===== src/sv/msc_pkg.sv =====
`default_nettype none
// ----------------------------------------------------------------------------
// msc_pkg
// Shared types and constants of the MESI snooping cache controller
// ----------------------------------------------------------------------------
package msc_pkg;

   localparam int ADDR_W      = 32;
   localparam int CNT_W       = 32;
   localparam int QUEUE_DEPTH = 2;

   // action codes on the request channel
   localparam logic [2:0] ACT_READ       = 3'd0;
   localparam logic [2:0] ACT_WRITE      = 3'd1;
   localparam logic [2:0] ACT_FILL       = 3'd2;
   localparam logic [2:0] ACT_SNOOP      = 3'd3;
   localparam logic [2:0] ACT_TICK       = 3'd4;
   localparam logic [2:0] ACT_INV_SHARED = 3'd5;

   // bus transaction kinds
   localparam logic [1:0] BUS_RD      = 2'd0;
   localparam logic [1:0] BUS_RDX     = 2'd1;
   localparam logic [1:0] BUS_RDWITWR = 2'd2;
   localparam logic [1:0] BUS_UPGR    = 2'd3;

   // configuration register indexes
   localparam logic CSR_OWN_ID      = 1'b0;
   localparam logic CSR_MEM_LATENCY = 1'b1;

   localparam logic [7:0] AGE_MAX       = 8'd255;
   localparam logic [7:0] MEM_LAT_RESET = 8'd100;

   typedef enum logic [2:0] {
      OP_READ, OP_WRITE, OP_FILL, OP_SNOOP, OP_TICK, OP_INV_SHARED, OP_NONE
   } op_type;

   typedef enum logic [1:0] {ST_I, ST_S, ST_E, ST_M} mesi_type;

   typedef enum logic {BK_IDLE, BK_EXEC} back_state_type;

   // classified transaction between front and back
   typedef struct packed {
      op_type              op;
      logic [ADDR_W-1:0]   address;
      logic [1:0]          bus_kind;
      logic [7:0]          delay;
      logic [2:0]          source_id;
   } req_item_type;

   // result fields, last member in the lowest bits
   typedef struct packed {
      logic [CNT_W-1:0]  traffic_bytes;
      logic [CNT_W-1:0]  invalidation_count;
      logic [CNT_W-1:0]  writeback_count;
      logic [CNT_W-1:0]  eviction_count;
      logic [CNT_W-1:0]  miss_count;
      logic              holds_clean_copy;
      logic              pending;
      logic [ADDR_W-1:0] issue_address;
      logic [1:0]        issue_kind;
      logic              issue_valid;
      logic              hit;
   } rsp_item_type;

endpackage
`default_nettype wire


===== src/sv/msc_back.sv =====
`default_nettype none
// ----------------------------------------------------------------------------
// msc_back
// Reads one set, applies the transaction to tags, MESI state and ages,
// writes the set back and registers the result
// ----------------------------------------------------------------------------
module msc_back import msc_pkg::*; #(
   parameter int SET_BITS   = 6,
   parameter int WAYS       = 2,
   parameter int BLOCK_BITS = 5
) (
   input  wire logic         clock,
   input  wire logic         reset,
   input  wire logic         q_valid,
   input  wire req_item_type q_item,
   output logic              q_pop,
   input  wire logic [2:0]   own_id,
   input  wire logic [7:0]   memory_latency,
   output logic              rsp_valid,
   output rsp_item_type      rsp_item,
   input  wire logic         rsp_ready
);

   localparam int NUM_SETS  = 1 << SET_BITS;
   localparam int SET_W     = (SET_BITS > 0) ? SET_BITS : 1;
   localparam int WAY_W     = (WAYS > 1) ? $clog2(WAYS) : 1;
   localparam int TAG_W     = ADDR_W - SET_BITS - BLOCK_BITS;
   localparam int ENTRY_W   = TAG_W + 10;
   localparam int CNT_INC_W = $clog2(WAYS + 2);

   typedef logic [WAYS-1:0][ENTRY_W-1:0] row_type;

   row_type              row_mem [NUM_SETS];
   row_type              row_ff;
   row_type              row_new;
   logic [WAYS-1:0]      valid_ff [NUM_SETS];
   back_state_type       state_ff, state_in;
   req_item_type         item_ff;
   logic [SET_W-1:0]     set_ff, q_set;
   logic                 miss_ff, miss_in;
   logic [ADDR_W-1:0]    out_addr_ff, out_addr_in;
   logic                 await_ff, await_in;
   logic [7:0]           delay_ff, delay_in;
   logic [CNT_W-1:0]     miss_cnt_ff, evict_cnt_ff, wb_cnt_ff, inv_cnt_ff, traffic_ff;
   logic                 rsp_valid_ff;
   rsp_item_type         rsp_ff, rsp_new;
   logic                 exec_done;

   // per-way view of the set
   logic [TAG_W-1:0]     tg   [WAYS];
   mesi_type             st   [WAYS];
   logic [7:0]           ag   [WAYS];
   logic [WAYS-1:0]      vl;
   logic [TAG_W-1:0]     n_tg [WAYS];
   mesi_type             n_st [WAYS];
   logic [7:0]           n_ag [WAYS];
   logic [WAYS-1:0]      n_vl;
   logic [TAG_W-1:0]     tag_in;
   logic [WAYS-1:0]      match;
   logic                 hit_any;
   logic [WAY_W-1:0]     hit_way;
   logic                 touch_en;
   logic [WAY_W-1:0]     touch_way;
   logic                 found;
   logic [WAY_W-1:0]     victim;
   logic                 hit_o, iv_o, clean_o;
   logic [1:0]           ik_o;
   logic                 inc_miss, inc_evict;
   logic [CNT_INC_W-1:0] inc_wb, inc_inv, inc_blocks;

   function automatic logic [SET_W-1:0] set_of(input logic [ADDR_W-1:0] a);
      set_of = SET_W'((a >> BLOCK_BITS) & ADDR_W'(NUM_SETS - 1));
   endfunction

   assign q_set  = set_of(q_item.address);
   assign tag_in = item_ff.address[ADDR_W-1 -: TAG_W];

   // back state machine: next state
   always_comb begin
      state_in = state_ff;
      case (state_ff)
         BK_IDLE: if (q_valid) state_in = BK_EXEC;
         BK_EXEC: if (exec_done) state_in = BK_IDLE;
         default: state_in = BK_IDLE;
      endcase
   end

   // back state machine: outputs
   always_comb begin
      q_pop     = 1'b0;
      exec_done = 1'b0;
      case (state_ff)
         BK_IDLE: q_pop = q_valid;
         BK_EXEC: exec_done = !rsp_valid_ff || rsp_ready;
         default: ;
      endcase
   end

   // unpack the set read
   always_comb begin
      for (int w = 0; w < WAYS; w++) begin
         vl[w] = valid_ff[set_ff][w];
         tg[w] = row_ff[w][ENTRY_W-1:10];
         st[w] = vl[w] ? mesi_type'(row_ff[w][9:8]) : ST_I;
         ag[w] = row_ff[w][7:0];
         match[w] = vl[w] && (tg[w] == tag_in);
      end
   end

   // first matching way
   always_comb begin
      hit_any = 1'b0;
      hit_way = '0;
      for (int w = WAYS - 1; w >= 0; w--) begin
         if (match[w]) begin
            hit_any = 1'b1;
            hit_way = WAY_W'(w);
         end
      end
   end

   // fill victim: first invalid way, else lowest way with largest age
   always_comb begin
      found  = 1'b0;
      victim = '0;
      for (int w = 0; w < WAYS; w++) begin
         if (!found) begin
            if (!vl[w]) begin
               victim = WAY_W'(w);
               found  = 1'b1;
            end else if (ag[w] > ag[victim]) begin
               victim = WAY_W'(w);
            end
         end
      end
   end

   // transaction execution
   always_comb begin
      for (int w = 0; w < WAYS; w++) begin
         n_tg[w] = tg[w];
         n_st[w] = st[w];
         n_ag[w] = ag[w];
      end
      n_vl        = vl;
      miss_in     = miss_ff;
      out_addr_in = out_addr_ff;
      await_in    = await_ff;
      delay_in    = delay_ff;
      hit_o       = 1'b0;
      iv_o        = 1'b0;
      ik_o        = BUS_RD;
      touch_en    = 1'b0;
      touch_way   = '0;
      inc_miss    = 1'b0;
      inc_evict   = 1'b0;
      inc_wb      = '0;
      inc_inv     = '0;
      inc_blocks  = '0;
      case (item_ff.op)
         OP_READ, OP_WRITE: begin
            if (!miss_ff) begin
               if (hit_any) begin
                  if (item_ff.op == OP_WRITE) begin
                     if (st[hit_way] == ST_S) begin
                        iv_o = 1'b1;
                        ik_o = BUS_UPGR;
                     end
                     n_st[hit_way] = ST_M;
                  end
                  touch_en  = 1'b1;
                  touch_way = hit_way;
                  hit_o     = 1'b1;
               end else begin
                  iv_o        = 1'b1;
                  ik_o        = (item_ff.op == OP_WRITE) ? BUS_RDWITWR : BUS_RD;
                  miss_in     = 1'b1;
                  out_addr_in = item_ff.address;
                  await_in    = 1'b1;
                  delay_in    = '0;
                  inc_miss    = 1'b1;
               end
            end
         end
         OP_FILL: begin
            if (miss_ff && out_addr_ff == item_ff.address && await_ff) begin
               await_in   = 1'b0;
               delay_in   = item_ff.delay;
               if (item_ff.delay == '0) miss_in = 1'b0;
               inc_blocks = CNT_INC_W'(1);
               inc_evict  = (item_ff.delay == memory_latency);
               if (vl[victim] && st[victim] == ST_M) inc_wb = CNT_INC_W'(1);
               n_tg[victim] = tag_in;
               n_vl[victim] = 1'b1;
               if (item_ff.bus_kind == BUS_RD) begin
                  n_st[victim] = (item_ff.delay == memory_latency) ? ST_E : ST_S;
               end else begin
                  n_st[victim] = ST_M;
               end
               touch_en  = 1'b1;
               touch_way = victim;
            end
         end
         OP_SNOOP: begin
            if (item_ff.source_id != own_id) begin
               for (int w = 0; w < WAYS; w++) begin
                  if (match[w]) begin
                     if (item_ff.bus_kind == BUS_RD) begin
                        if (st[w] == ST_M) begin
                           inc_wb     = inc_wb + 1'b1;
                           inc_blocks = inc_blocks + 1'b1;
                        end
                        if (st[w] == ST_M || st[w] == ST_E) n_st[w] = ST_S;
                     end else begin
                        n_st[w] = ST_I;
                        n_vl[w] = 1'b0;
                        inc_inv = inc_inv + 1'b1;
                     end
                  end
               end
            end
         end
         OP_TICK: begin
            if (miss_ff && !await_ff && delay_ff != '0) begin
               delay_in = delay_ff - 1'b1;
               if (delay_ff == 8'd1) miss_in = 1'b0;
            end
         end
         OP_INV_SHARED: begin
            for (int w = 0; w < WAYS; w++) begin
               if (match[w] && st[w] == ST_S) begin
                  n_st[w] = ST_I;
                  n_vl[w] = 1'b0;
               end
            end
         end
         default: ;
      endcase
      // age update: the touched way becomes youngest, other valid ways age up to AGE_MAX
      if (touch_en) begin
         for (int w = 0; w < WAYS; w++) begin
            if (WAY_W'(w) == touch_way) begin
               n_ag[w] = '0;
            end else if (n_vl[w] && ag[w] != AGE_MAX) begin
               n_ag[w] = ag[w] + 1'b1;
            end
         end
      end
      // clean copy after the update
      clean_o = 1'b0;
      for (int w = 0; w < WAYS; w++) begin
         if (n_vl[w] && n_tg[w] == tag_in && (n_st[w] == ST_S || n_st[w] == ST_E)) begin
            clean_o = 1'b1;
         end
         row_new[w] = {n_tg[w], n_st[w], n_ag[w]};
      end
   end

   // result assembly
   always_comb begin
      rsp_new.hit                = hit_o;
      rsp_new.issue_valid        = iv_o;
      rsp_new.issue_kind         = iv_o ? ik_o : BUS_RD;
      rsp_new.issue_address      = iv_o ? item_ff.address : '0;
      rsp_new.pending            = miss_in;
      rsp_new.holds_clean_copy   = clean_o;
      rsp_new.miss_count         = miss_cnt_ff + CNT_W'(inc_miss);
      rsp_new.eviction_count     = evict_cnt_ff + CNT_W'(inc_evict);
      rsp_new.writeback_count    = wb_cnt_ff + CNT_W'(inc_wb);
      rsp_new.invalidation_count = inv_cnt_ff + CNT_W'(inc_inv);
      rsp_new.traffic_bytes      = traffic_ff + (CNT_W'(inc_blocks) << BLOCK_BITS);
   end

   // set memory: read on pop, write back on completion
   always_ff @(posedge clock) begin
      if (q_pop) begin
         row_ff  <= row_mem[q_set];
         item_ff <= q_item;
         set_ff  <= q_set;
      end
      if (exec_done) begin
         row_mem[set_ff] <= row_new;
      end
   end

   // control state and counters
   always_ff @(posedge clock) begin
      if (reset) begin
         state_ff     <= BK_IDLE;
         miss_ff      <= 1'b0;
         out_addr_ff  <= '0;
         await_ff     <= 1'b0;
         delay_ff     <= '0;
         miss_cnt_ff  <= '0;
         evict_cnt_ff <= '0;
         wb_cnt_ff    <= '0;
         inv_cnt_ff   <= '0;
         traffic_ff   <= '0;
         rsp_valid_ff <= 1'b0;
         for (int s = 0; s < NUM_SETS; s++) begin
            valid_ff[s] <= '0;
         end
      end else begin
         state_ff <= state_in;
         if (exec_done) begin
            miss_ff          <= miss_in;
            out_addr_ff      <= out_addr_in;
            await_ff         <= await_in;
            delay_ff         <= delay_in;
            miss_cnt_ff      <= rsp_new.miss_count;
            evict_cnt_ff     <= rsp_new.eviction_count;
            wb_cnt_ff        <= rsp_new.writeback_count;
            inv_cnt_ff       <= rsp_new.invalidation_count;
            traffic_ff       <= rsp_new.traffic_bytes;
            valid_ff[set_ff] <= n_vl;
            rsp_valid_ff     <= 1'b1;
         end else if (rsp_ready) begin
            rsp_valid_ff <= 1'b0;
         end
      end
   end

   // result register
   always_ff @(posedge clock) begin
      if (exec_done) begin
         rsp_ff <= rsp_new;
      end
   end

   assign rsp_valid = rsp_valid_ff;
   assign rsp_item  = rsp_ff;

endmodule
`default_nettype wire


===== config.mk =====
export PLATFORM = sky130hd
export DESIGN_NAME = msc_back
export DESIGN_NICKNAME = d
export VERILOG_FILES = /design/src/sv/msc_pkg.sv /design/src/sv/msc_back.sv
export SDC_FILE = /design/constraint.sdc
export NUM_CORES = 2
export LEC_CHECK = 0
export BUFFER_PORTS_ARGS = -buffer_cell sky130_fd_sc_hd__buf_2
export CORE_MARGIN = 2
export CORE_UTILIZATION = 50
export CTS_BUF_LIST = sky130_fd_sc_hd__clkbuf_4
export DETAILED_ROUTE_END_ITERATION = 6
export GPL_ROUTABILITY_DRIVEN = 0
export PLACE_DENSITY = 0.68
export SKIP_LAST_GASP = 1
export SLEW_MARGIN = 20
export SYNTH_ARGS = -nofsm -noshare
export SYNTH_HDL_FRONTEND = slang
export SYNTH_SLANG_ARGS = --single-unit
export TNS_END_PERCENT = 30

===== constraint.sdc =====
create_clock -name clock -period 11.2 [get_ports clock]
set_clock_uncertainty 0.2 [all_clocks]
set_input_delay 2.24 -clock clock [delete_from_list [all_inputs] [get_ports clock]]
set_output_delay 2.24 -clock clock [all_outputs]
set_load 0.1 [all_outputs]

==> impl_metrics.tcl <==
set metrics [dict create \
    status "finished, violations left" \
    violations "design-rule violations" \
    p_leak_nw 65.42 \
    grt_max_degree 146 \
    routed_wl_um 496000 \
    clkTransAtPathRegs_ns 0.06 \
    num_io_pins 263 \
    area.growth.synth_to_final_pct 12.66 \
    max-cap-violations 0 \
    rsz0062_at_grt "no" \
    htreeDepth 7 \
    final_area_um2 202000 \
    post-route-util 0.5667 \
    synthCells 8224 \
    maxSlewHeadroom 0.2011 \
    crit_type "flop to flop" \
    async_flop_share 0 \
    clock_latency_ns 1.69 \
    post_dp_cell_area_um2 187400 \
    hold_viol 0 \
    root_buffer "clkbuf_4" \
    synth_top_family_by_area "multiplexers" \
    port_buffers 257 \
    rows 219 \
    synth_warnings 0 \
    end_kind "flop" \
    drt_iter0_markers 13330 \
    cpPeakStageDelay_ns 0.59 \
    ys_ff_latch 4604 \
    yosys.area_share.simple 0.03029 \
    finalPower_mw 35.44 \
    yosysUniqueCellTypes 82 \
    ant_nets 0 \
    grt.overflow.total 0 \
    clock_path_buffers 5 \
    synth_mux_area_frac 0.1727 \
    p_per_area_nw_per_um2 175.4 \
    synth_fa_ha_area_frac 0.001940 \
    grt_pass1_vias 93900 \
    synth_compound_area_frac 0.006845 \
    dr.pass1.iters 7 \
    postCtsSetupBuffers 0 \
    holdWs_ns 0.2620 \
    antenna_found_initial 40 \
    drc 7 \
    cp_data_arrival_time_ns 8.74 \
    preCtsSetupSlack_ns 3.911 \
    period_minus_slack_ns 7.484 \
    layout.nets 9538 \
    dp_hpwl_um 264900 \
    wl_per_cell_um 33.07 \
    die_h_um 602.9 \
    synth_edf_count 4399 \
    avgSynthCellArea_um2 21.80 \
    critPathMaxFanout 20 \
    route.vias.total 94450 \
    cp.required_ns 12.46 \
    setup_viol 0 \
    grt_pass1_wl_um 691700 \
    die_x_um 602.9 \
    hold_buffers 0 \
    irDropWorstVdd_mv 0.08605 \
    drv_slew 0 \
    synth_xor_area_frac 0.01724 \
    setup_slack_ns 3.716 \
    synthFlopType "edfxtp_1" \
    tritoncts "yes" \
    seq_area_frac_synth 0.7596 \
    dieArea_um2 363400 \
    setup_tns_ns 0 \
    worst_pin_slew_ns 1.198 \
    cts_resized 0 \
    critPathSlowestCell "nor2b_1" \
    syn_area_um2 179300 \
    core_area_um2 356500 \
    finalCritPeriodShare 0.6682 \
    drive_above_1_share 0.3722 \
    grt_use_total 0.2744 \
    fin_cells 15000 \
    cp-start-kind "flop" \
    cts_buffers 1207 \
    fillers 26140 \
    clock.fmax_mhz 133.6 \
    hp-class "flop to flop" \
    dp_cells 12980 \
    cts_sinks 4604 \
    viasPerCell 6.298 \
    initial_utilization 0.5030 \
]
## where the power goes
part | internal, mW | total [mW] | switching, mW
registers | 19.3 | 19.4 | 0.0969
clock network | 7.16 | 13.7 | 6.54
logic | 0.735 | 2.38 | 1.65
total | 27.2 | 35.4 | 8.28
## registers in the layout, indices dropped and copies added (netlist names), named ones only
register and cells:
await_ff 1, rsp_item 193, inv_cnt_ff 32, out_addr_ff 32
miss_ff 1, row_ff 46, miss_cnt_ff 32, state_ff 1
evict_cnt_ff 32, rsp_valid 1, delay_ff 8, ag 16
row_mem 3968, traffic_ff 27, wb_cnt_ff 32, valid_ff 128
item_ff 48
## cell usage in the layout (no fill, tap or decap), types with 82 or more instances in the layout
master | synthesis | routed
buf_4 | 14 | 182
edfxtp_1 | 4399 | 4399
nor3_1 | 126 | 126
nand2_1 | 187 | 185
buf_2 | 25 | 250
mux2i_1 | 82 | 82
clkinv_1 | 0 | 212
mux4_2 | 1312 | 1312
or2_2 | 83 | 83
dfxtp_1 | 205 | 204
clkbuf_4 | 0 | 1675
xnor2_1 | 138 | 138
nor2_1 | 320 | 241
xor2_1 | 215 | 215
## final cells by class
class,count,area (µm²),share of cell area
Timing Repair Buffer,484,3690,0.01826
Clock buffer,1675,12570,0.06224
Clock inverter,278,1460,0.007228
Multi-Input combinational cell,3117,41880,0.2073
Sequential cell,4604,136200,0.6742
Tap cell,4751,5944,0.02943
Inverter,35,138.9,0.0006875
Antenna cell,53,132.6,0.0006565
## worst paths after layout
check,from,endpoint,slack (ns),cells after the start
worst max-delay path,flop,wb_cnt_ff[26]$_SDFFE_PP0P_,3.72,25
worst min-delay path,inv_cnt_ff[0]$_SDFFE_PP0P_,inv_cnt_ff[0]$_SDFFE_PP0P_,0.26,2
worst max register to register,flop,wb_cnt_ff[26]$_SDFFE_PP0P_,3.72,25
worst min register to register,inv_cnt_ff[0]$_SDFFE_PP0P_,inv_cnt_ff[0]$_SDFFE_PP0P_,0.26,2
## cell usage after synthesis, drive strengths merged (76+ instances only)
library cell / number / area share
edfxtp: 4399 / 0.74
mux4: 1313 / 0.16
clkbuf: 336 / 0.0071
nor2: 329 / 0.0070
xor2: 215 / 0.011
dfxtp: 205 / 0.023
nand2: 187 / 0.0039
xnor2: 138 / 0.0067
buf: 136 / 0.0036
nor3: 127 / 0.0036
or2: 89 / 0.0031
mux2i: 82 / 0.0046
nand3: 76 / 0.0021
## kinds of logic (layout without fill, tap and decap cells)
group | Yosys count | after routing
flip-flops | 4604 | 4604
multiplexers | 1446 | 1446
AND/OR/NAND/NOR | 1091 | 1091
buffers and inverters | 507 | 2472
XOR/XNOR | 353 | 353
AO/OA/AOI/OAI | 196 | 196
adder cells (fa/ha/maj) | 26 | 26
other | 1 | 58
## worst max-delay path: cells and delay by family, from the launching register on
family	cells	cell delay, ns
adders and majority gates	3	0.92
and+or+nand+nor	14	3.99
DFF	1	0.30
AOI/OAI and AO/OA	5	1.46
buffers and inverters	3	0.47
## routing by layer
layer | global-route usage | routed length (µm) | vias up
met5 | 0 | 46 | -
met1 | 0.3570 | 177900 | 49610
met3 | 0.07529 | 56900 | 1004
met2 | 0.4219 | 235500 | 6503
li1 | - | - | 37320
met4 | 0.1530 | 25690 | 8
(Power assumes the default switching activity.)
