File: config.mk
export PLATFORM = sky130hd
export DESIGN_NAME = msc_front
export DESIGN_NICKNAME = d
export VERILOG_FILES = /design/src/sv/msc_pkg.sv /design/src/sv/msc_front.sv
export SDC_FILE = /design/constraint.sdc
export NUM_CORES = 1
export LEC_CHECK = 0
export ABC_AREA = 1
export BUFFER_PORTS_ARGS = -buffer_cell sky130_fd_sc_hd__buf_2
export CAP_MARGIN = 25
export CELL_PAD_IN_SITES_DETAIL_PLACEMENT = 0
export CELL_PAD_IN_SITES_GLOBAL_PLACEMENT = 1
export CORE_MARGIN = 2
export CORE_UTILIZATION = 25
export DETAILED_ROUTE_END_ITERATION = 10
export GPL_ROUTABILITY_DRIVEN = 0
export PLACE_DENSITY = 0.59
export SYNTH_ARGS = -nofsm -noshare
export SYNTH_HDL_FRONTEND = slang
export SYNTH_SLANG_ARGS = --single-unit
File: constraint.sdc
create_clock -name clock -period 3.7 [get_ports clock]
set_input_delay 0.37 -clock clock [delete_from_list [all_inputs] [get_ports clock]]
set_output_delay 0.37 -clock clock [all_outputs]
set_load 0.02 [all_outputs]
File: src/sv/msc_pkg.sv
`default_nettype none
// ----------------------------------------------------------------------------
// msc_pkg
// Shared types and constants of the MESI snooping cache controller
// ----------------------------------------------------------------------------
package msc_pkg;

   localparam int ADDR_W      = 32;
   localparam int CNT_W       = 32;
   localparam int QUEUE_DEPTH = 2;

   // action codes on the request channel
   localparam logic [2:0] ACT_READ       = 3'd0;
   localparam logic [2:0] ACT_WRITE      = 3'd1;
   localparam logic [2:0] ACT_FILL       = 3'd2;
   localparam logic [2:0] ACT_SNOOP      = 3'd3;
   localparam logic [2:0] ACT_TICK       = 3'd4;
   localparam logic [2:0] ACT_INV_SHARED = 3'd5;

   // bus transaction kinds
   localparam logic [1:0] BUS_RD      = 2'd0;
   localparam logic [1:0] BUS_RDX     = 2'd1;
   localparam logic [1:0] BUS_RDWITWR = 2'd2;
   localparam logic [1:0] BUS_UPGR    = 2'd3;

   // configuration register indexes
   localparam logic CSR_OWN_ID      = 1'b0;
   localparam logic CSR_MEM_LATENCY = 1'b1;

   localparam logic [7:0] AGE_MAX       = 8'd255;
   localparam logic [7:0] MEM_LAT_RESET = 8'd100;

   typedef enum logic [2:0] {
      OP_READ, OP_WRITE, OP_FILL, OP_SNOOP, OP_TICK, OP_INV_SHARED, OP_NONE
   } op_type;

   typedef enum logic [1:0] {ST_I, ST_S, ST_E, ST_M} mesi_type;

   typedef enum logic {BK_IDLE, BK_EXEC} back_state_type;

   // classified transaction between front and back
   typedef struct packed {
      op_type              op;
      logic [ADDR_W-1:0]   address;
      logic [1:0]          bus_kind;
      logic [7:0]          delay;
      logic [2:0]          source_id;
   } req_item_type;

   // result fields, last member in the lowest bits
   typedef struct packed {
      logic [CNT_W-1:0]  traffic_bytes;
      logic [CNT_W-1:0]  invalidation_count;
      logic [CNT_W-1:0]  writeback_count;
      logic [CNT_W-1:0]  eviction_count;
      logic [CNT_W-1:0]  miss_count;
      logic              holds_clean_copy;
      logic              pending;
      logic [ADDR_W-1:0] issue_address;
      logic [1:0]        issue_kind;
      logic              issue_valid;
      logic              hit;
   } rsp_item_type;

endpackage
`default_nettype wire

File: src/sv/msc_front.sv
`default_nettype none
// ----------------------------------------------------------------------------
// msc_front
// Accepts request transactions, classifies the action and queues them
// ----------------------------------------------------------------------------
module msc_front import msc_pkg::*; (
   input  wire logic         clock,
   input  wire logic         reset,
   input  wire logic         req_tvalid,
   output logic              req_tready,
   input  wire logic [2:0]   req_action,
   input  wire logic [31:0]  req_address,
   input  wire logic [1:0]   req_bus_kind,
   input  wire logic [7:0]   req_delay,
   input  wire logic [2:0]   req_source_id,
   output logic              q_valid,
   output req_item_type      q_item,
   input  wire logic         q_pop
);

   localparam int PTR_W = (QUEUE_DEPTH > 1) ? $clog2(QUEUE_DEPTH) : 1;
   localparam int CNT_QW = $clog2(QUEUE_DEPTH + 1);

   req_item_type        fifo_ff [QUEUE_DEPTH];
   logic [PTR_W-1:0]    wr_ptr_ff, wr_ptr_in;
   logic [PTR_W-1:0]    rd_ptr_ff, rd_ptr_in;
   logic [CNT_QW-1:0]   count_ff, count_in;
   req_item_type        new_item;
   logic                push;

   // classify the action
   always_comb begin
      new_item.address   = req_address;
      new_item.bus_kind  = req_bus_kind;
      new_item.delay     = req_delay;
      new_item.source_id = req_source_id;
      case (req_action)
         ACT_READ:       new_item.op = OP_READ;
         ACT_WRITE:      new_item.op = OP_WRITE;
         ACT_FILL:       new_item.op = OP_FILL;
         ACT_SNOOP:      new_item.op = OP_SNOOP;
         ACT_TICK:       new_item.op = OP_TICK;
         ACT_INV_SHARED: new_item.op = OP_INV_SHARED;
         default:        new_item.op = OP_NONE;
      endcase
   end

   // queue control
   assign req_tready = (count_ff != CNT_QW'(QUEUE_DEPTH));
   assign push       = req_tvalid && req_tready;
   assign q_valid    = (count_ff != '0);
   assign q_item     = fifo_ff[rd_ptr_ff];

   always_comb begin
      wr_ptr_in = wr_ptr_ff;
      rd_ptr_in = rd_ptr_ff;
      count_in  = count_ff;
      if (push) begin
         wr_ptr_in = (wr_ptr_ff == PTR_W'(QUEUE_DEPTH - 1)) ? '0 : wr_ptr_ff + 1'b1;
      end
      if (q_pop) begin
         rd_ptr_in = (rd_ptr_ff == PTR_W'(QUEUE_DEPTH - 1)) ? '0 : rd_ptr_ff + 1'b1;
      end
      if (push && !q_pop) begin
         count_in = count_ff + 1'b1;
      end else if (!push && q_pop) begin
         count_in = count_ff - 1'b1;
      end
   end

   always_ff @(posedge clock) begin
      if (reset) begin
         wr_ptr_ff <= '0;
         rd_ptr_ff <= '0;
         count_ff  <= '0;
      end else begin
         wr_ptr_ff <= wr_ptr_in;
         rd_ptr_ff <= rd_ptr_in;
         count_ff  <= count_in;
      end
   end

   // queue storage
   always_ff @(posedge clock) begin
      if (push) begin
         fifo_ff[wr_ptr_ff] <= new_item;
      end
   end

endmodule
`default_nettype wire

==> results.py, run 1 <==
metrics = {
    "run_status": {
        "status": "finished clean",
    },
    "synthesis": {
        "synthCells": 187,
        "yosys.area_share.simple_pct": 1.683,
        "synth_adder_area_share_pct": 0.3300,
        "synth_warnings": 0,
        "postSynthAreaPerCell_um2": 20.27,
        "synth_compound_area_share_pct": 0.5941,
        "synth_top_cell_by_area": "edfxtp_1",
        "synth.area.top_cells": "edfxtp_1 76%, mux2_2 8.3%, mux2_4 7.9%",
        "ys_seq_elements": 101,
        "synth_cell_type_count": 17,
        "synth.area.mux_share_pct": 16.24,
        "synth-xor-area-share_pct": 0.2310,
        "netlist.area_leader.share_pct": 76.04,
        "synth_top_family_by_area": "multiplexers",
        "netlist_area_mm2": 0.003791,
        "syn_nets": 240,
        "synth-seq-area-share_pct": 78.68,
    },
    "floorplan": {
        "dieArea_mm2": 0.01617,
        "io_pins": 102,
        "die_x_um": 127.1,
        "die_y_um": 127.1,
        "rows": 45,
        "initial_core_util_pct": 25.22,
        "design.core.area_mm2": 0.01503,
    },
    "pwr": {
        "p_seq_share_pct": 50.2,
        "intPower_w": 0.002122,
        "comb_power_share_pct": 14.7,
        "p_per_area_mw_per_mm2": 571.5,
        "pwr-share-clk_pct": 35.1,
        "p_switching_w": 0.0006522,
        "vdd_drop_max_v": 0.0002344,
        "cellLeakagePower_nw": 1.859,
        "p_sw_share_pct": 23.51,
    },
    "placed_design": {
        "dp.cells": 475,
        "hpwl_mm": 4.918,
        "port_buffers": 101,
    },
    "route": {
        "drt_iter0_markers": 111,
        "drcViolationCount": 0,
        "ant_nets": 0,
        "via_per_inst": 3.986,
        "drt_first_pass_iters": 4,
        "drt-wirelength-per-cell_um": 14.06,
        "wl_mm": 6.917,
        "vias": 1961,
    },
    "hold_path": {
        "hold_path_class": "in2reg",
    },
    "timing": {
        "slew_headroom_pct": 43.71,
        "finalSetupViolCount": 0,
        "worst_pin_slew_ns": 0.8423,
        "finalCritPeriodShare_pct": 62.69,
        "timing.hold.ws_ns": 0.2124,
        "finClkSkew_ns": 0.003598,
        "clock.fmax_ghz": 0.4311,
        "hold_viol": 0,
        "fin_crit_ns": 2.319,
        "rsz0062_at_grt": "no",
        "tns_ns": 0,
        "slew_violations": 0,
    },
    "final_layout": {
        "final_cell_mix": "101 x buf_2, 96 x edfxtp_1, 28 x mux2_2",
        "multiInputGateArea_um2": 738.2,
        "nFillCells": 1467,
        "nNetsFinal": 351,
        "drive_gt1_share_pct": 56.44,
        "ff_latch_area_mm2": 0.002984,
        "areaGrowthSynthToFinish_pct": 28.02,
        "layout_commonest_cell": "buf_2",
        "final_cells": 492,
    },
    "clocking": {
        "cts_buffers": 9,
        "cts_resized": 0,
        "cts_sinks": 101,
        "cts_root_buf": "clkbuf_16",
        "hold_buffers": 0,
        "htreeDepth": 3,
        "post-cts-setup-buffers": 0,
        "clkTransAtPathRegs_ns": 0.06,
        "cts_max_path_buffers": 2,
        "cts_tree": "built",
        "clock_latency_ns": 0.34,
    },
    "grt": {
        "grt_first_pass_wirelength_mm": 10.54,
        "antenna_found_initial": 1,
        "grt_pass1_vias": 2040,
        "overflow": 0,
        "track_usage_pct": 8.793,
        "grt_max_degree": 27,
    },
    "worst_setup_path": {
        "cp-start-kind": "register",
        "critPathCaptureType": "primary output",
        "crit_fanout": 21,
        "arrival_ns": 1.95,
        "cp.required_ns": 3.33,
        "critPathKind": "reg2out",
    },
    "run": {
        "drv_cap": 0,
    },
}
==> layer usage <==
metal  wire (um)  vias up  track usage (%)
li1            -      930                -
met1        3155      946            11.15
met2        3019       75            12.52
met3         606       10            4.062
met4         136        0            4.654
met5           0        -                0
==> metrics by stage <==
stage / utilization, % / area [um^2] / power (W) / setup WS [ns]
final: 32.28 / 4853 / 0.002774 / 1.381
after global routing: 32.27 / 4851 / 0.002892 / 1.256
after CTS: 32.27 / 4851 / 0.002814 / 1.314
after detailed placement: 30.21 / 4542 / 0.001837 / 1.633
after global placement: 30.21 / 4542 / 0.001830 / 1.664
after floorplan: - / 3791 / 0.001687 / 0.5307
==> logic make-up (layout without fill, tap and decap cells) <==
family / count (synthesis) / count (layout)
DFF: 101 / 101
adders and majority gates: 1 / 1
other: 0 / 1
and+or+nand+nor: 16 / 16
buffers and inverters: 16 / 132
AOI/OAI and AO/OA: 4 / 4
muxes: 48 / 48
xor gates and xnor gates: 1 / 1
==> power groups by stage <==
| stage | combinational, W | clock (W) | sequential [W] |
|---|---|---|---|
| 2_1_floorplan | 0.000280 | 0 | 0.00141 |
| 3_3_place_gp | 0.000415 | 0 | 0.00142 |
| 3_5_place_dp | 0.000419 | 0 | 0.00142 |
| 4_1_cts | 0.000420 | 0.00100 | 0.00139 |
| 5_1_grt | 0.000444 | 0.00105 | 0.00140 |
| 6_report | 0.000408 | 0.000974 | 0.00139 |
==> synth_stat cells <==
cell type / n
edfxtp_1: 96
clkbuf_1: 2
buf_6: 3
dfxtp_1: 5
ha_1: 1
nand2_1: 7
buf_2: 2
xnor2_1: 1
nand4_1: 1
nor2_1: 7
o21ai_0: 2
a21boi_0: 1
mux2_2: 28
a21oi_1: 1
nand3_1: 1
mux2_4: 20
inv_1: 9
==> state kept, by name, indices dropped and copies added (netlist names), named ones only <==
register	flops
fifo_ff	96
count_ff	2
rd_ptr_ff	1
wr_ptr_ff	1
==> final cells by class <==
cell class / count / area share (%)
Inverter: 9 / 0.6961
Sequential cell: 101 / 61.48
Tap cell: 188 / 4.847
Timing Repair Buffer: 107 / 11.34
Antenna cell: 1 / 0.05156
Clock buffer: 12 / 4.872
Clock inverter: 4 / 1.495
Multi-Input combinational cell: 70 / 15.21
==> final timing paths <==
check        cells past startpoint              to          from  slack [ns]
max                              3      q_item[41]      register        1.38
min                              1   fifo_ff[0][3]  req_delay[0]        0.21
max reg2reg                      5  fifo_ff[0][29]   count_ff[0]        1.70
min reg2reg                      2       wr_ptr_ff     wr_ptr_ff        0.53
==> worst max-delay path, stage by stage (launching register included) <==
cell	delay [ns]
dfxtp_2	0.67
buf_4	0.39
mux2_2	0.38
buf_2	0.16
Power figures use the tool's default switching activity.
==> inputs of run 2 (changes only) <==
--- a/config.mk
+++ b/config.mk
@@ -5,7 +5,7 @@
 export SDC_FILE = /design/constraint.sdc
 export NUM_CORES = 1
 export LEC_CHECK = 0
-export ABC_AREA = 1
+export ABC_AREA = 0
 export BUFFER_PORTS_ARGS = -buffer_cell sky130_fd_sc_hd__buf_2
 export CAP_MARGIN = 25
 export CELL_PAD_IN_SITES_DETAIL_PLACEMENT = 0
@@ -14,7 +14,7 @@
 export CORE_UTILIZATION = 25
 export DETAILED_ROUTE_END_ITERATION = 10
 export GPL_ROUTABILITY_DRIVEN = 0
-export PLACE_DENSITY = 0.59
+export PLACE_DENSITY = 0.61
 export SYNTH_ARGS = -nofsm -noshare
 export SYNTH_HDL_FRONTEND = slang
 export SYNTH_SLANG_ARGS = --single-unit
==> constraint.sdc (replaced) <==
create_clock -name clock -period 2.1 [get_ports clock]
set_input_delay 0.21 -clock clock [delete_from_list [all_inputs] [get_ports clock]]
set_output_delay 0.21 -clock clock [all_outputs]
set_load 0.02 [all_outputs]
==> run 2 against run 1 <==
  * Die area shrank 2.1%
  * Sequential cell count is the same
  * Global-route usage shrank 0.28 points
  * Critical path depth is the same
  * Clock power grew 53%
  * Critical path type unchanged
  * Setup slack lost 1.0 ns
  * Combinational power grew 95%
  * Sequential power grew 78%
==> results.py, run 2 <==
metrics = {
    "clocking": {
        "cts_sinks": 101,
        "post-cts-setup-buffers": 0,
        "cts_max_path_buffers": 2,
        "cts_buffers": 9,
        "clock_latency_ns": 0.34,
        "cts_root_buf": "clkbuf_16",
        "cts_resized": 0,
        "cts_tree": "built",
        "clkTransAtPathRegs_ns": 0.07,
        "htreeDepth": 3,
        "hold_buffers": 0,
    },
    "pwr": {
        "p_switching_w": 0.001220,
        "vdd_drop_max_v": 0.0003805,
        "p_sw_share_pct": 25.56,
        "comb_power_share_pct": 16.7,
        "p_per_area_mw_per_mm2": 1012,
        "pwr-share-clk_pct": 31.3,
        "p_seq_share_pct": 52.0,
        "cellLeakagePower_nw": 1.743,
        "intPower_w": 0.003554,
    },
    "placed_design": {
        "hpwl_mm": 4.358,
        "port_buffers": 101,
        "dp_slack_ns": 0.5616,
    },
    "hold_path": {
        "holdPathEnd": "fifo_ff[0][19]",
        "hold_path_class": "in2reg",
        "holdPathStages": 1,
        "hold_start": "req_address[6]",
    },
    "floorplan": {
        "design.core.area_mm2": 0.01453,
        "die_x_um": 125.8,
        "die_y_um": 125.8,
        "rows": 44,
        "initial_core_util_pct": 25.51,
        "io_pins": 102,
        "dieArea_mm2": 0.01582,
    },
    "synthesis": {
        "syn_nets": 229,
        "synth_warnings": 0,
        "synth-seq-area-share_pct": 80.46,
        "yosysMostFrequentCell": "edfxtp_1",
        "synth_cell_type_count": 22,
        "yosys-top-cells-count": "96 x edfxtp_1, 48 x mux2_2, 5 x dfxtp_1, 3 x nor2_1",
        "ys_seq_elements": 101,
        "synth_flop_cell": "edfxtp_1",
        "netlist_area_mm2": 0.003707,
        "netlist.area_leader.share_pct": 77.76,
        "synth_top_cell_by_area": "edfxtp_1",
        "synthCells": 176,
        "synth.area.top_cells": "edfxtp_1 78%, mux2_2 15%, dfxtp_1 2.7%",
        "synth_edf_count": 96,
        "postSynthAreaPerCell_um2": 21.06,
        "async_flop_share_pct": 0,
    },
    "grt": {
        "grt_max_degree": 49,
        "grt_first_pass_wirelength_mm": 10.03,
        "antenna_found_initial": 1,
        "track_usage_pct": 8.514,
        "grt_pass1_vias": 2017,
        "overflow": 0,
    },
    "final_layout": {
        "final_cell_mix": "101 x buf_2, 96 x edfxtp_1, 48 x mux2_2",
        "drive_gt1_share_pct": 59.79,
        "nNetsFinal": 339,
        "nFillCells": 1442,
        "layout_commonest_cell": "buf_2",
        "regMostFlops": "fifo_ff",
        "reg.largest.list": "fifo_ff: 96 flops, count_ff: 2 flops",
        "largest_reg_flops": 96,
        "areaGrowthSynthToFinish_pct": 27.27,
    },
    "route": {
        "vias": 1922,
        "via_per_inst": 4.038,
        "drt_first_pass_iters": 3,
        "ant_nets": 0,
        "drt-wirelength-per-cell_um": 13.78,
        "drcViolationCount": 0,
        "drt_iter0_markers": 66,
        "wl_mm": 6.560,
    },
    "worst_setup_path": {
        "cp.required_ns": 1.89,
        "crit_fanout": 48,
        "critPathBufInv": 2,
        "reg2reg_depth": 5,
        "r2r-start": "count_ff[0]",
        "cp-start-kind": "register",
        "critPathKind": "reg2out",
        "reg2reg_to": "count_ff[1]",
        "arrival_ns": 1.52,
        "reg2reg_setup_slack_ns": 0.55,
        "worstPathCellList": "buf_12, mux2_2, buf_2",
        "crit_family": "buffers and inverters",
        "critPathCaptureType": "primary output",
        "slowest_stage": "mux2_2",
        "cp.depth": 3,
        "critPathMaxStageDelay_ns": 0.39,
    },
    "timing": {
        "finClkSkew_ns": 0.004456,
        "clock.fmax_ghz": 0.5776,
        "slew_headroom_pct": 74.68,
        "fin_crit_ns": 1.731,
        "rsz0062_at_grt": "no",
        "tns_ns": 0,
        "finalSetupViolCount": 0,
        "slew_violations": 0,
        "finalCritPeriodShare_pct": 82.44,
        "setup_ws_ns": 0.3687,
        "hold_viol": 0,
        "worst_pin_slew_ns": 0.3798,
    },
    "run": {
        "drv_cap": 0,
    },
    "run_status": {
        "status": "finished clean",
    },
}
-- run 2: cells by family after synthesis --
family	count (synthesis)	share of synthesized area, %
AOI/OAI and AO/OA	5	0.8775
xor gates and xnor gates	3	0.7089
adders and majority gates	1	0.3374
buffers and inverters	9	1.485
DFF	101	80.46
muxes	48	14.58
and+or+nand+nor	9	1.553
-- run 2: worst max-delay path by stage --
stage	end	from	slack [ns]
4_1_cts	q_item[33]	register	0.33
3_5_place_dp	count_ff[1]	count_ff[0]	0.56
6_report	q_item[33]	register	0.37
3_3_place_gp	count_ff[1]	count_ff[0]	0.61
5_1_grt	q_item[13]	register	0.30
2_1_floorplan	fifo_ff[0][0]	count_ff[0]	0.09
-- run 2: worst register-to-register path: cells and delay by family (launching register included) --
family,cells,cell delay [ns]
AND/OR/NAND/NOR,3,0.68
adder cells (fa/ha/maj),1,0.31
flip-flops,1,0.35
AO/OA/AOI/OAI,1,0.14
-- run 2: power groups by stage --
stage / combinational [W] / clock (W) / sequential [W]
6_report: 0.000797 / 0.00149 / 0.00248
5_1_grt: 0.000867 / 0.00162 / 0.00251
4_1_cts: 0.000823 / 0.00156 / 0.00249
3_5_place_dp: 0.000819 / 0 / 0.00253
3_3_place_gp: 0.000816 / 0 / 0.00252
2_1_floorplan: 0.000528 / 0 / 0.00252
-- run 2: stage by stage --
step / std cells / utilization (%) / power, W / hold WS [ns] / instance area (um^2)
6_report: 476 / 32.46 / 0.004774 / 0.05149 / 4718
5_1_grt: 475 / 32.45 / 0.004990 / 0.03575 / 4716
4_1_cts: 475 / 32.45 / 0.004866 / 0.02931 / 4716
3_5_place_dp: 459 / 30.60 / 0.003350 / 0.4020 / 4448
3_3_place_gp: 459 / 30.60 / 0.003337 / 0.3983 / 4448
2_1_floorplan: 176 / - / 0.003050 / 0.2791 / 3709
-- run 2: area by class of cell --
type	count	area (um^2)	area share, %
clock inverter	6	38.79	0.8221
timing repair buffer	106	555.5	11.77
sequential	101	2984	63.25
inverter	2	7.507	0.1591
clock buffer	10	229.0	4.853
tap	184	230.2	4.879
multi-input combinational	66	670.6	14.21
antenna	1	2.502	0.05304
-- run 2: metal layers --
| layer | up-vias | track usage, % | wire length [um] |
|---|---|---|---|
| li1 | 901 | - | - |
| met4 | 0 | 5.042 | 134 |
| met5 | - | 0 | 0 |
| met2 | 70 | 12.81 | 2949 |
| met1 | 941 | 10.01 | 2914 |
| met3 | 10 | 3.908 | 562 |
